### src/rtl/core/smpq_pkg.sv
// Package: item types, commands and defaults for the stable min priority queue.
`default_nettype none

package smpq_pkg;

  localparam int unsigned CapacityDef = 16;

  // Command codes
  localparam logic CMD_PUSH = 1'b0;
  localparam logic CMD_POP  = 1'b1;

  typedef struct packed {
    logic               cmd;
    logic        [31:0] data_tag;
    logic signed [15:0] priority_req;
  } in_item_t;

  typedef struct packed {
    logic        [31:0] head_tag;
    logic signed [15:0] head_priority;
    logic               is_empty;
    logic        [4:0]  entry_count;
    logic               push_dropped;
  } out_item_t;

  // One stored slot
  typedef struct packed {
    logic        [31:0] tag;
    logic signed [15:0] pri;
  } entry_t;

endpackage

`default_nettype wire

### src/rtl/core/smpq_mem.sv
// Slot memory: one write port, one read port with registered read data.
`default_nettype none

module smpq_mem #(
  parameter int unsigned CAPACITY = smpq_pkg::CapacityDef,
  localparam int unsigned IW = $clog2(CAPACITY)
) (
  input  wire logic            clk_i,
  input  wire logic            we_i,
  input  wire logic [IW-1:0]   waddr_i,
  input  wire smpq_pkg::entry_t wdata_i,
  input  wire logic [IW-1:0]   raddr_i,
  output smpq_pkg::entry_t     rdata_o
);

  smpq_pkg::entry_t mem_q [CAPACITY];
  smpq_pkg::entry_t rdata_q;

  always_ff @(posedge clk_i) begin
    if (we_i) begin
      mem_q[waddr_i] <= wdata_i;
    end
    rdata_q <= mem_q[raddr_i];
  end

  assign rdata_o = rdata_q;

endmodule

`default_nettype wire

### src/rtl/core/smpq_seq.sv
// Sequencer: circular slot buffer, insertion walk with one shared priority compare.
`default_nettype none

module smpq_seq #(
  parameter int unsigned CAPACITY = smpq_pkg::CapacityDef,
  localparam int unsigned IW = $clog2(CAPACITY),
  localparam int unsigned CW = $clog2(CAPACITY + 1)
) (
  input  wire logic               clk_i,
  input  wire logic               rst_ni,
  input  wire logic               in_valid_i,
  input  wire smpq_pkg::in_item_t in_item_i,
  output logic                    in_ready_o,
  output logic                    res_valid_o,
  output smpq_pkg::out_item_t     res_o,
  input  wire logic               res_ready_i,
  output logic                    mem_we_o,
  output logic [IW-1:0]           mem_waddr_o,
  output smpq_pkg::entry_t        mem_wdata_o,
  output logic [IW-1:0]           mem_raddr_o,
  input  wire smpq_pkg::entry_t   mem_rdata_i
);

  localparam logic [2:0] S_IDLE = 3'd0;
  localparam logic [2:0] S_CMP  = 3'd1;
  localparam logic [2:0] S_INS  = 3'd2;
  localparam logic [2:0] S_FIN  = 3'd3;
  localparam logic [2:0] S_OUT  = 3'd4;

  localparam logic [IW:0]   CapW  = (IW + 1)'(CAPACITY);
  localparam logic [CW-1:0] CapC  = CW'(CAPACITY);
  localparam logic [IW-1:0] OneIx = IW'(1);
  localparam logic [IW-1:0] TwoIx = IW'(2);

  logic [2:0]       state_q, state_d;
  logic [CW-1:0]    count_q, count_d;
  logic [IW-1:0]    head_q, head_d;
  logic [IW-1:0]    idx_q, idx_d;
  logic             drop_q, drop_d;
  smpq_pkg::entry_t new_q, new_d;

  logic [CW-1:0]    count_m1;
  logic [CW+4:0]    count_ext;
  logic             shift_up;

  // Logical position relative to head -> physical slot
  function automatic logic [IW-1:0] slot_of(input logic [IW-1:0] head,
                                            input logic [IW-1:0] lg);
    logic [IW:0] sum;
    sum = {1'b0, head} + {1'b0, lg};
    if (sum >= CapW) begin
      sum = sum - CapW;
    end
    return sum[IW-1:0];
  endfunction

  assign count_m1  = count_q - CW'(1);
  assign count_ext = {5'd0, count_q};
  // Stored entry strictly larger moves back; equal ones stay ahead
  assign shift_up  = ($signed(mem_rdata_i.pri) > $signed(new_q.pri));

  always_comb begin
    state_d     = state_q;
    count_d     = count_q;
    head_d      = head_q;
    idx_d       = idx_q;
    drop_d      = drop_q;
    new_d       = new_q;
    in_ready_o  = 1'b0;
    res_valid_o = 1'b0;
    mem_we_o    = 1'b0;
    mem_waddr_o = slot_of(head_q, idx_q);
    mem_wdata_o = new_q;
    mem_raddr_o = head_q;

    case (state_q)
      S_IDLE: begin
        in_ready_o = 1'b1;
        if (in_valid_i) begin
          drop_d    = 1'b0;
          new_d.tag = in_item_i.data_tag;
          new_d.pri = in_item_i.priority_req;
          if (in_item_i.cmd == smpq_pkg::CMD_PUSH) begin
            if (count_q >= CapC) begin
              drop_d  = 1'b1;
              state_d = S_FIN;
            end else begin
              count_d = count_q + CW'(1);
              idx_d   = count_q[IW-1:0];
              if (count_q == '0) begin
                state_d = S_INS;
              end else begin
                mem_raddr_o = slot_of(head_q, count_m1[IW-1:0]);
                state_d     = S_CMP;
              end
            end
          end else begin
            if (count_q != '0) begin
              count_d = count_m1;
              head_d  = slot_of(head_q, OneIx);
            end
            state_d = S_FIN;
          end
        end
      end
      S_CMP: begin
        mem_we_o = 1'b1;
        if (shift_up) begin
          mem_wdata_o = mem_rdata_i;
          idx_d       = idx_q - OneIx;
          if (idx_q == OneIx) begin
            state_d = S_INS;
          end else begin
            mem_raddr_o = slot_of(head_q, idx_q - TwoIx);
          end
        end else begin
          state_d = S_FIN;
        end
      end
      S_INS: begin
        mem_we_o = 1'b1;
        state_d  = S_FIN;
      end
      S_FIN: begin
        state_d = S_OUT;
      end
      S_OUT: begin
        res_valid_o = 1'b1;
        if (res_ready_i) begin
          state_d = S_IDLE;
        end
      end
      default: begin
        state_d = S_IDLE;
      end
    endcase
  end

  always_comb begin
    res_o.is_empty     = (count_q == '0);
    res_o.entry_count  = count_ext[4:0];
    res_o.push_dropped = drop_q;
    if (count_q == '0) begin
      res_o.head_tag      = '0;
      res_o.head_priority = '0;
    end else begin
      res_o.head_tag      = mem_rdata_i.tag;
      res_o.head_priority = mem_rdata_i.pri;
    end
  end

  always_ff @(posedge clk_i or negedge rst_ni) begin
    if (!rst_ni) begin
      state_q <= S_IDLE;
      count_q <= '0;
      head_q  <= '0;
      idx_q   <= '0;
      drop_q  <= 1'b0;
    end else begin
      state_q <= state_d;
      count_q <= count_d;
      head_q  <= head_d;
      idx_q   <= idx_d;
      drop_q  <= drop_d;
    end
  end

  always_ff @(posedge clk_i) begin
    new_q <= new_d;
  end

`ifndef SYNTHESIS
  a_count_bound: assert property (@(posedge clk_i) disable iff (!rst_ni)
    count_q <= CapC)
    else $error("entry count above capacity");

  a_head_bound: assert property (@(posedge clk_i) disable iff (!rst_ni)
    {1'b0, head_q} < CapW)
    else $error("head pointer out of range");

  a_walk_idx: assert property (@(posedge clk_i) disable iff (!rst_ni)
    (state_q == S_CMP) |-> (idx_q != '0) && (count_q != '0))
    else $error("insertion walk at head position");

  a_pop_count: assert property (@(posedge clk_i) disable iff (!rst_ni)
    (in_valid_i && in_ready_o && in_item_i.cmd == smpq_pkg::CMD_POP && count_q != '0)
    |=> (count_q == $past(count_m1)))
    else $error("pop did not remove one item");

  a_drop_full: assert property (@(posedge clk_i) disable iff (!rst_ni)
    (res_valid_o && drop_q) |-> (count_q == CapC))
    else $error("push dropped while not full");
`endif

endmodule

`default_nettype wire

### src/rtl/core/stable_min_priority_queue.sv
// Top level: stable min priority queue with registered result output.
`default_nettype none

// Bounded priority queue of (tag, priority) entries kept smallest first, first in
// first out among equal priorities. Entries live in a single-port-write,
// single-port-read slot memory used as a circular buffer, so a pop only moves
// the head pointer. A push walks from the tail toward the head one slot per
// cycle, comparing against the new priority and moving larger entries back.
// A pop or a dropped push goes straight to the finish and output states; a push
// first runs the insertion walk, whose length is set by the number of stored
// entries with a larger priority and by the memory's one read and one write port.
// in_ready_o is low while an item is at work. A result waits in the output
// register; the next item is accepted while it waits.
module stable_min_priority_queue #(
  parameter int unsigned CAPACITY = smpq_pkg::CapacityDef
) (
  input  wire logic                clk_i,
  input  wire logic                rst_ni,
  input  wire logic                in_valid_i,
  output logic                     in_ready_o,
  input  wire smpq_pkg::in_item_t  in_item_i,
  output logic                     out_valid_o,
  input  wire logic                out_ready_i,
  output smpq_pkg::out_item_t      out_item_o
);

  localparam int unsigned IW = $clog2(CAPACITY);

  logic                res_valid;
  logic                res_ready;
  smpq_pkg::out_item_t res;
  logic                mem_we;
  logic [IW-1:0]       mem_waddr;
  logic [IW-1:0]       mem_raddr;
  smpq_pkg::entry_t    mem_wdata;
  smpq_pkg::entry_t    mem_rdata;

  logic                out_valid_q;
  smpq_pkg::out_item_t out_q;

  smpq_seq #(
    .CAPACITY(CAPACITY)
  ) u_seq (
    .clk_i       (clk_i),
    .rst_ni      (rst_ni),
    .in_valid_i  (in_valid_i),
    .in_item_i   (in_item_i),
    .in_ready_o  (in_ready_o),
    .res_valid_o (res_valid),
    .res_o       (res),
    .res_ready_i (res_ready),
    .mem_we_o    (mem_we),
    .mem_waddr_o (mem_waddr),
    .mem_wdata_o (mem_wdata),
    .mem_raddr_o (mem_raddr),
    .mem_rdata_i (mem_rdata)
  );

  smpq_mem #(
    .CAPACITY(CAPACITY)
  ) u_mem (
    .clk_i   (clk_i),
    .we_i    (mem_we),
    .waddr_i (mem_waddr),
    .wdata_i (mem_wdata),
    .raddr_i (mem_raddr),
    .rdata_o (mem_rdata)
  );

  assign res_ready = !out_valid_q || out_ready_i;

  always_ff @(posedge clk_i or negedge rst_ni) begin
    if (!rst_ni) begin
      out_valid_q <= 1'b0;
    end else if (res_ready) begin
      out_valid_q <= res_valid;
    end
  end

  always_ff @(posedge clk_i) begin
    if (res_ready && res_valid) begin
      out_q <= res;
    end
  end

  assign out_valid_o = out_valid_q;
  assign out_item_o  = out_q;

endmodule

`default_nettype wire
### config.mk
export PLATFORM = sky130hd
export DESIGN_NAME = stable_min_priority_queue
export DESIGN_NICKNAME = d
export VERILOG_FILES = /design/src/rtl/core/smpq_pkg.sv /design/src/rtl/core/smpq_mem.sv /design/src/rtl/core/smpq_seq.sv /design/src/rtl/core/stable_min_priority_queue.sv
export SDC_FILE = /design/constraint.sdc
export NUM_CORES = 1
export LEC_CHECK = 0
export ABC_AREA = 1
export BUFFER_PORTS_ARGS = -buffer_cell sky130_fd_sc_hd__buf_2
export CORE_MARGIN = 1.5
export CORE_UTILIZATION = 52
export DETAILED_ROUTE_END_ITERATION = 16
export GPL_TIMING_DRIVEN = 1
export PLACE_DENSITY = 0.78
export RECOVER_POWER = 50
export SETUP_SLACK_MARGIN = 0.1
export SYNTH_ARGS = -nofsm -noshare
export SYNTH_HDL_FRONTEND = slang
export SYNTH_SLANG_ARGS = --single-unit
### constraint.sdc
create_clock -name clk_i -period 11.6 [get_ports clk_i]
set_input_delay 0.58 -clock clk_i [delete_from_list [all_inputs] [get_ports clk_i]]
set_output_delay 0.58 -clock clk_i [all_outputs]
set_load 0.02 [all_outputs]
==> results of run 1 <==
routing by layer:
layer / GRT usage (%) / wire, um / part of all wire, %
met3: 3.37 / 8710 / 9.4
met4: 9.66 / 2900 / 3.1
met2: 41.9 / 46700 / 51
met5: 0 / 0 / 0
met1: 31.1 / 33800 / 37
kinds of logic after synthesis:
family / count (synthesis) / share of synthesized area (%)
fa+ha+maj: 34 / 1.17
mux: 32 / 0.940
buf+inv: 322 / 3.83
flops: 937 / 71.9
xor+xnor: 17 / 0.388
simple gates: 1778 / 20.8
compound gates: 66 / 0.950
how the worst max path moves through the flow:
stage	startpoint	end	cells after the start
detailed placement	u_seq.new_q[2]	u_mem.rdata_o[23]	23
floorplan	u_seq.state_q[1]	u_seq.count_q[4]	8
finish	u_seq.head_q[1]	u_mem.mem_q[14][33]	6
global route	u_seq.count_q[0]	u_seq.count_q[4]	11
global placement	u_seq.new_q[2]	u_mem.rdata_o[11]	23
CTS	u_seq.new_q[15]	u_mem.rdata_o[23]	19
through the flow:
stage,hold WS (ps),setup WS (ps)
final,109,5880
after global routing,100,5830
after CTS,81.1,6650
after detailed placement,441,6670
after global placement,451,6830
after floorplan,284,7360
layout make-up:
type	instances	area, um^2
well taps	959	1200
clock inverters	38	415
flip-flops and latches	937	27600
multi-input cells	1927	9400
repair buffers	150	763
fillers	5452	30600
inverters	111	419
clock buffers	130	2610
Yosys cell counts (3+ instances only):
master / count / share of area, %
o211ai_1: 3 / 0.059
buf_4: 27 / 0.53
xor2_1: 14 / 0.32
ha_1: 31 / 1.0
inv_2: 6 / 0.059
dfxtp_1: 48 / 2.5
nand2_1: 727 / 7.1
buf_2: 114 / 1.5
nor2_2: 5 / 0.082
edfxtp_1: 871 / 68
o21ai_1: 5 / 0.065
a21oi_1: 30 / 0.39
a211oi_1: 3 / 0.059
buf_1: 7 / 0.069
nand3_1: 981 / 13
nand4_1: 3 / 0.049
nor2_1: 52 / 0.51
clkbuf_1: 61 / 0.60
xnor2_1: 3 / 0.069
mux2_2: 32 / 0.94
inv_1: 105 / 1.0
fa_1: 3 / 0.16
dfrtp_1: 18 / 1.2
o21ai_0: 18 / 0.23
flip-flops by register name (all words and copies together), names as in the netlist:
signal	flops
u_mem.mem_q	768
out_item_o	55
u_mem.rdata_o	48
u_seq.new_q	48
u_seq.count_q	5
u_seq.head_q	4
u_seq.idx_q	4
u_seq.state_q	3
out_valid_o	1
u_seq.drop_q	1
critical path: stages, from the launching register on:
cell and delay (ps):
dfrtp_1 580, inv_1 250, fa_1 550, inv_1 120, nand3_1 250, nor2_4 160, clkbuf_1 3240
==> flow_metrics.tcl, run 1 <==
set metrics [dict create \
    synth-seq-cells 937 \
    synth_cell_types 41 \
    cts_hold_buf 1 \
    startpoint_type "flop" \
    syn_area_um2 38300 \
    path_class "flop to flop" \
    hold_class "input pin to flop" \
    layout_common_cells "981 x nand3_1, 871 x edfxtp_1, 727 x nand2_1" \
    area_delta_synth_final_pct 10.5 \
    setup-tns-final_ps 0 \
    cts.sinks 937 \
    cp_max_fo 48 \
    skew_ps 29.6 \
    grt_overflow 0 \
    placed_area_um2 39600 \
    violations "capacitance limit, slew limit" \
    io_pins 110 \
    die_x_um 275 \
    post_drt_wl_per_cell_um 21.7 \
    grt_pass1_vias 24191 \
    drtPass1Iterations 8 \
    final_util_pct 58.1 \
    worstPathArrival_ps 5840 \
    fp.dieH_um 275 \
    layout-drive-gt1-share_pct 8.05 \
    rsz0062_at_grt "no" \
    clkTransAtPathRegs_ps 60 \
    vias_per_cell 5.92 \
    port_buffers 109 \
    grt_pass1_wl_um 140000 \
    required_ps 11720 \
    grt_antenna_before_repair 0 \
    min_to "u_seq.new_q[25]" \
    stdcell_area_um2 42400 \
    rows 99 \
    cts_htree_levels 3 \
    reg2reg_depth 6 \
    totalWireLength_um 92100 \
    reg2reg_from "u_seq.head_q[1]" \
    drv_cap 15 \
    placed_cells 4083 \
    initial_core_util_pct 52.6 \
    synth-edff-count 871 \
    die-area_um2 75400 \
    post_cts_buffers 0 \
    cts_buffers 89 \
    slew_violations 590 \
    n_antenna_cell 0 \
    synthFlopType "edfxtp_1" \
    worstHoldStart "in_item_i[25]" \
    synthCells 3186 \
    core_um2 73000 \
    whs_path_depth 1 \
    hold_violations 0 \
    synth_nets 3273 \
    fin_crit_ps 5720 \
    place_congestion 0.820 \
    clk_path_buf_depth 3 \
    layout.nets 3303 \
    dr_total_vias 25176 \
    drtAntennaViolNets 0 \
    ys_async_sr_fraction_pct 1.92 \
    final_common_cell "nand3_1" \
    yosysSeqAreaShare_pct 71.9 \
    cts_root_buf "clkbuf_16" \
    r2r_slack_ps 5880 \
    grt_max_degree 193 \
    fmax_mhz 175 \
    min_period_over_period_pct 49.3 \
    drt_iter0_markers 3105 \
    grt_usage_pct 24.3 \
    cts_resized 0 \
    critPathCaptureType "flop" \
    max-slew-margin-rel_pct -209 \
    dp_hpwl_um 42600 \
    worst_r2r_endpoint "u_mem.mem_q[14][33]" \
    clock_latency_ps 660 \
    stdcell_count 4252 \
    syn-mean-instance-area_um2 12.0 \
    cts_tree "built" \
    tightest_slew_ps 4630 \
    drc_errors 0 \
    yosysWarnings 0 \
    status "finished with violations" \
    setup_viol 0 \
]
Power of run 1 is not shown: default switching activity piles up to over one toggle a cycle in this logic, so the estimate is an artifact.
==> inputs of run 2 (changes only) <==
--- a/config.mk
+++ b/config.mk
@@ -5,7 +5,7 @@
 export SDC_FILE = /design/constraint.sdc
 export NUM_CORES = 1
 export LEC_CHECK = 0
-export ABC_AREA = 1
+export ABC_AREA = 0
 export BUFFER_PORTS_ARGS = -buffer_cell sky130_fd_sc_hd__buf_2
 export CORE_MARGIN = 1.5
 export CORE_UTILIZATION = 52
==> constraint.sdc (replaced) <==
create_clock -name clk_i -period 6 [get_ports clk_i]
set_input_delay 0.3 -clock clk_i [delete_from_list [all_inputs] [get_ports clk_i]]
set_output_delay 0.3 -clock clk_i [all_outputs]
set_load 0.02 [all_outputs]
==> flow_metrics.tcl, run 2 <==
set metrics [dict create \
    post_drt_wl_per_cell_um 26.2 \
    yosysTopAreaCellShare_pct 69.3 \
    startpoint_type "flop" \
    path_class "flop to flop" \
    layout-drive-gt1-share_pct 10.5 \
    die-area_um2 74200 \
    min_period_over_period_pct 84.3 \
    cts_root_buf "clkbuf_16" \
    io_pins 110 \
    skew_ps 21.4 \
    post_cts_buffers 0 \
    grt_antenna_before_repair 1 \
    layout_common_cells "871 x edfxtp_1, 191 x a32oi_1, 185 x o21ai_0" \
    fin_crit_ps 5060 \
    hold_violations 0 \
    setup-tns-final_ps 0 \
    critPathMaxStageDelay_ps 1910 \
    required_ps 6260 \
    drv_cap 20 \
    yosysSeqAreaShare_pct 73.0 \
    vias_per_cell 6.60 \
    cts_htree_levels 3 \
    yosys.area.top_type "edfxtp_1" \
    setup_viol 0 \
    dp_hpwl_um 49000 \
    initial_core_util_pct 52.7 \
    cts_buffers 91 \
    die_x_um 272 \
    critPathCaptureType "flop" \
    final_common_cell "edfxtp_1" \
    r2r_slack_ps 940 \
    n_fill_cell 5277 \
    syn-mean-instance-area_um2 14.7 \
    totalWireLength_um 96000 \
    hold_class "input pin to flop" \
    regMostFlops "u_mem.mem_q" \
    core_um2 71600 \
    layout.nets 2730 \
    clkTransAtPathRegs_ps 60 \
    grt_overflow 0 \
    cts.sinks 937 \
    syn_area_um2 37700 \
    violations "capacitance limit, slew limit" \
    grt_pass1_vias 24217 \
    place_congestion 0.846 \
    cts_tree "built" \
    tightest_slew_ps 3040 \
    synth_cell_types 64 \
    regArea_um2 27600 \
    crit_buf_inv 2 \
    whs_path_depth 4 \
    grt_usage_pct 25.5 \
    drc_errors 0 \
    rows 98 \
    drtAntennaViolNets 0 \
    synthCells 2565 \
    ys_async_sr_fraction_pct 1.92 \
    clk_path_buf_depth 3 \
    max-slew-margin-rel_pct -102 \
    reg2reg_depth 7 \
    yosysMostFrequentCell "edfxtp_1" \
    area_delta_synth_final_pct 12.5 \
    grt_max_degree 241 \
    clock_latency_ps 660 \
    worstPathArrival_ps 5320 \
    grt_pass1_wl_um 144000 \
    status "finished with violations" \
    synth-edff-count 871 \
    rsz0062_at_grt "no" \
    cp_max_fo 17 \
    ys_top_cells_by_count "871 x edfxtp_1, 191 x a32oi_1, 185 x o21ai_0" \
    port_buffers 109 \
    multi_input_area_um2 9200 \
    drtPass1Iterations 6 \
    synthFlopType "edfxtp_1" \
    dr_total_vias 24215 \
    n_antenna_cell 0 \
    synth_nets 2652 \
    slowest_stage "nor2_1" \
    synth-seq-cells 937 \
    yosysWarnings 0 \
    synthTopCellsByArea "edfxtp_1 69%, a32oi_1 4.4%, dfxtp_1 2.5%, o21ai_0 2.5%, a21oi_1 2.1%" \
    fmax_mhz 198 \
    slew_violations 469 \
    crit_chain "ha_1 > inv_1 > fa_1 > xnor2_1 > nand2_1 > nor2_1 > clkbuf_1" \
    critical_path.top_delay_family "simple AND/OR/NAND/NOR gates" \
    fp.dieH_um 272 \
    drt_iter0_markers 3365 \
    largest_reg_flops 768 \
    path_depth 7 \
]
[run 2: worst paths after layout]
check | start | to
max in group asynchronous | rst_ni | u_seq.count_q[3]
min in group asynchronous | rst_ni | u_seq.idx_q[3]
min reg2reg | u_seq.drop_q | out_item_o[0]
max reg2reg | u_seq.head_q[0] | u_mem.mem_q[5][12]
min | in_valid_i | u_seq.state_q[0]
max | u_seq.head_q[0] | u_mem.mem_q[5][12]
[run 2: what timing repair did]
| action | 4_1_cts | 5_1_grt |
|---|---|---|
| hold buffers | 50 | 0 |
| endpoints found under the hold margin | 68 | 0 |
| resized for setup | 0 | 0 |
[run 2: routing by layer]
layer	GRT usage [%]	vias to the layer above	wire length (um)
met3	4.71	248	10200
met1	34.9	12023	36900
met5	0	-	13
li1	-	10344	-
met2	40.4	1598	45400
met4	10.7	2	3450
[run 2: worst min-delay path: stages]
cell and delay (ps):
buf_2 130, a21oi_1 130, o22a_1 140, nor2_1 40
[run 2: cell families after synthesis]
family | synth area share (%)
simple gates | 5.68
mux | 1.49
xor+xnor | 0.487
flops | 73.0
buf+inv | 2.79
fa+ha+maj | 1.19
compound gates | 15.3
[run 2: stage by stage]
step | instances | setup WS, ps | hold slack [ps] | cell area [um^2] | util [%]
after CTS | 3668 | 1340 | 95.6 | 42700 | 59.7
final | 3668 | 942 | 128 | 42500 | 59.3
after floorplan | 2565 | 2030 | 4.41 | 37700 | -
after global routing | 3668 | 732 | 140 | 42500 | 59.3
after detailed placement | 3450 | 1360 | 268 | 39200 | 54.7
after global placement | 3450 | 1580 | 256 | 39200 | 54.7
[run 2: cell type report]
cell class | count | area share, %
well taps | 950 | 2.80
multi-input cells | 1377 | 21.7
clock buffers | 122 | 5.80
inverters | 30 | 0.265
clock inverters | 46 | 1.38
repair buffers | 206 | 3.20
flip-flops and latches | 937 | 64.9
Power of run 2 is left out for the same reason.
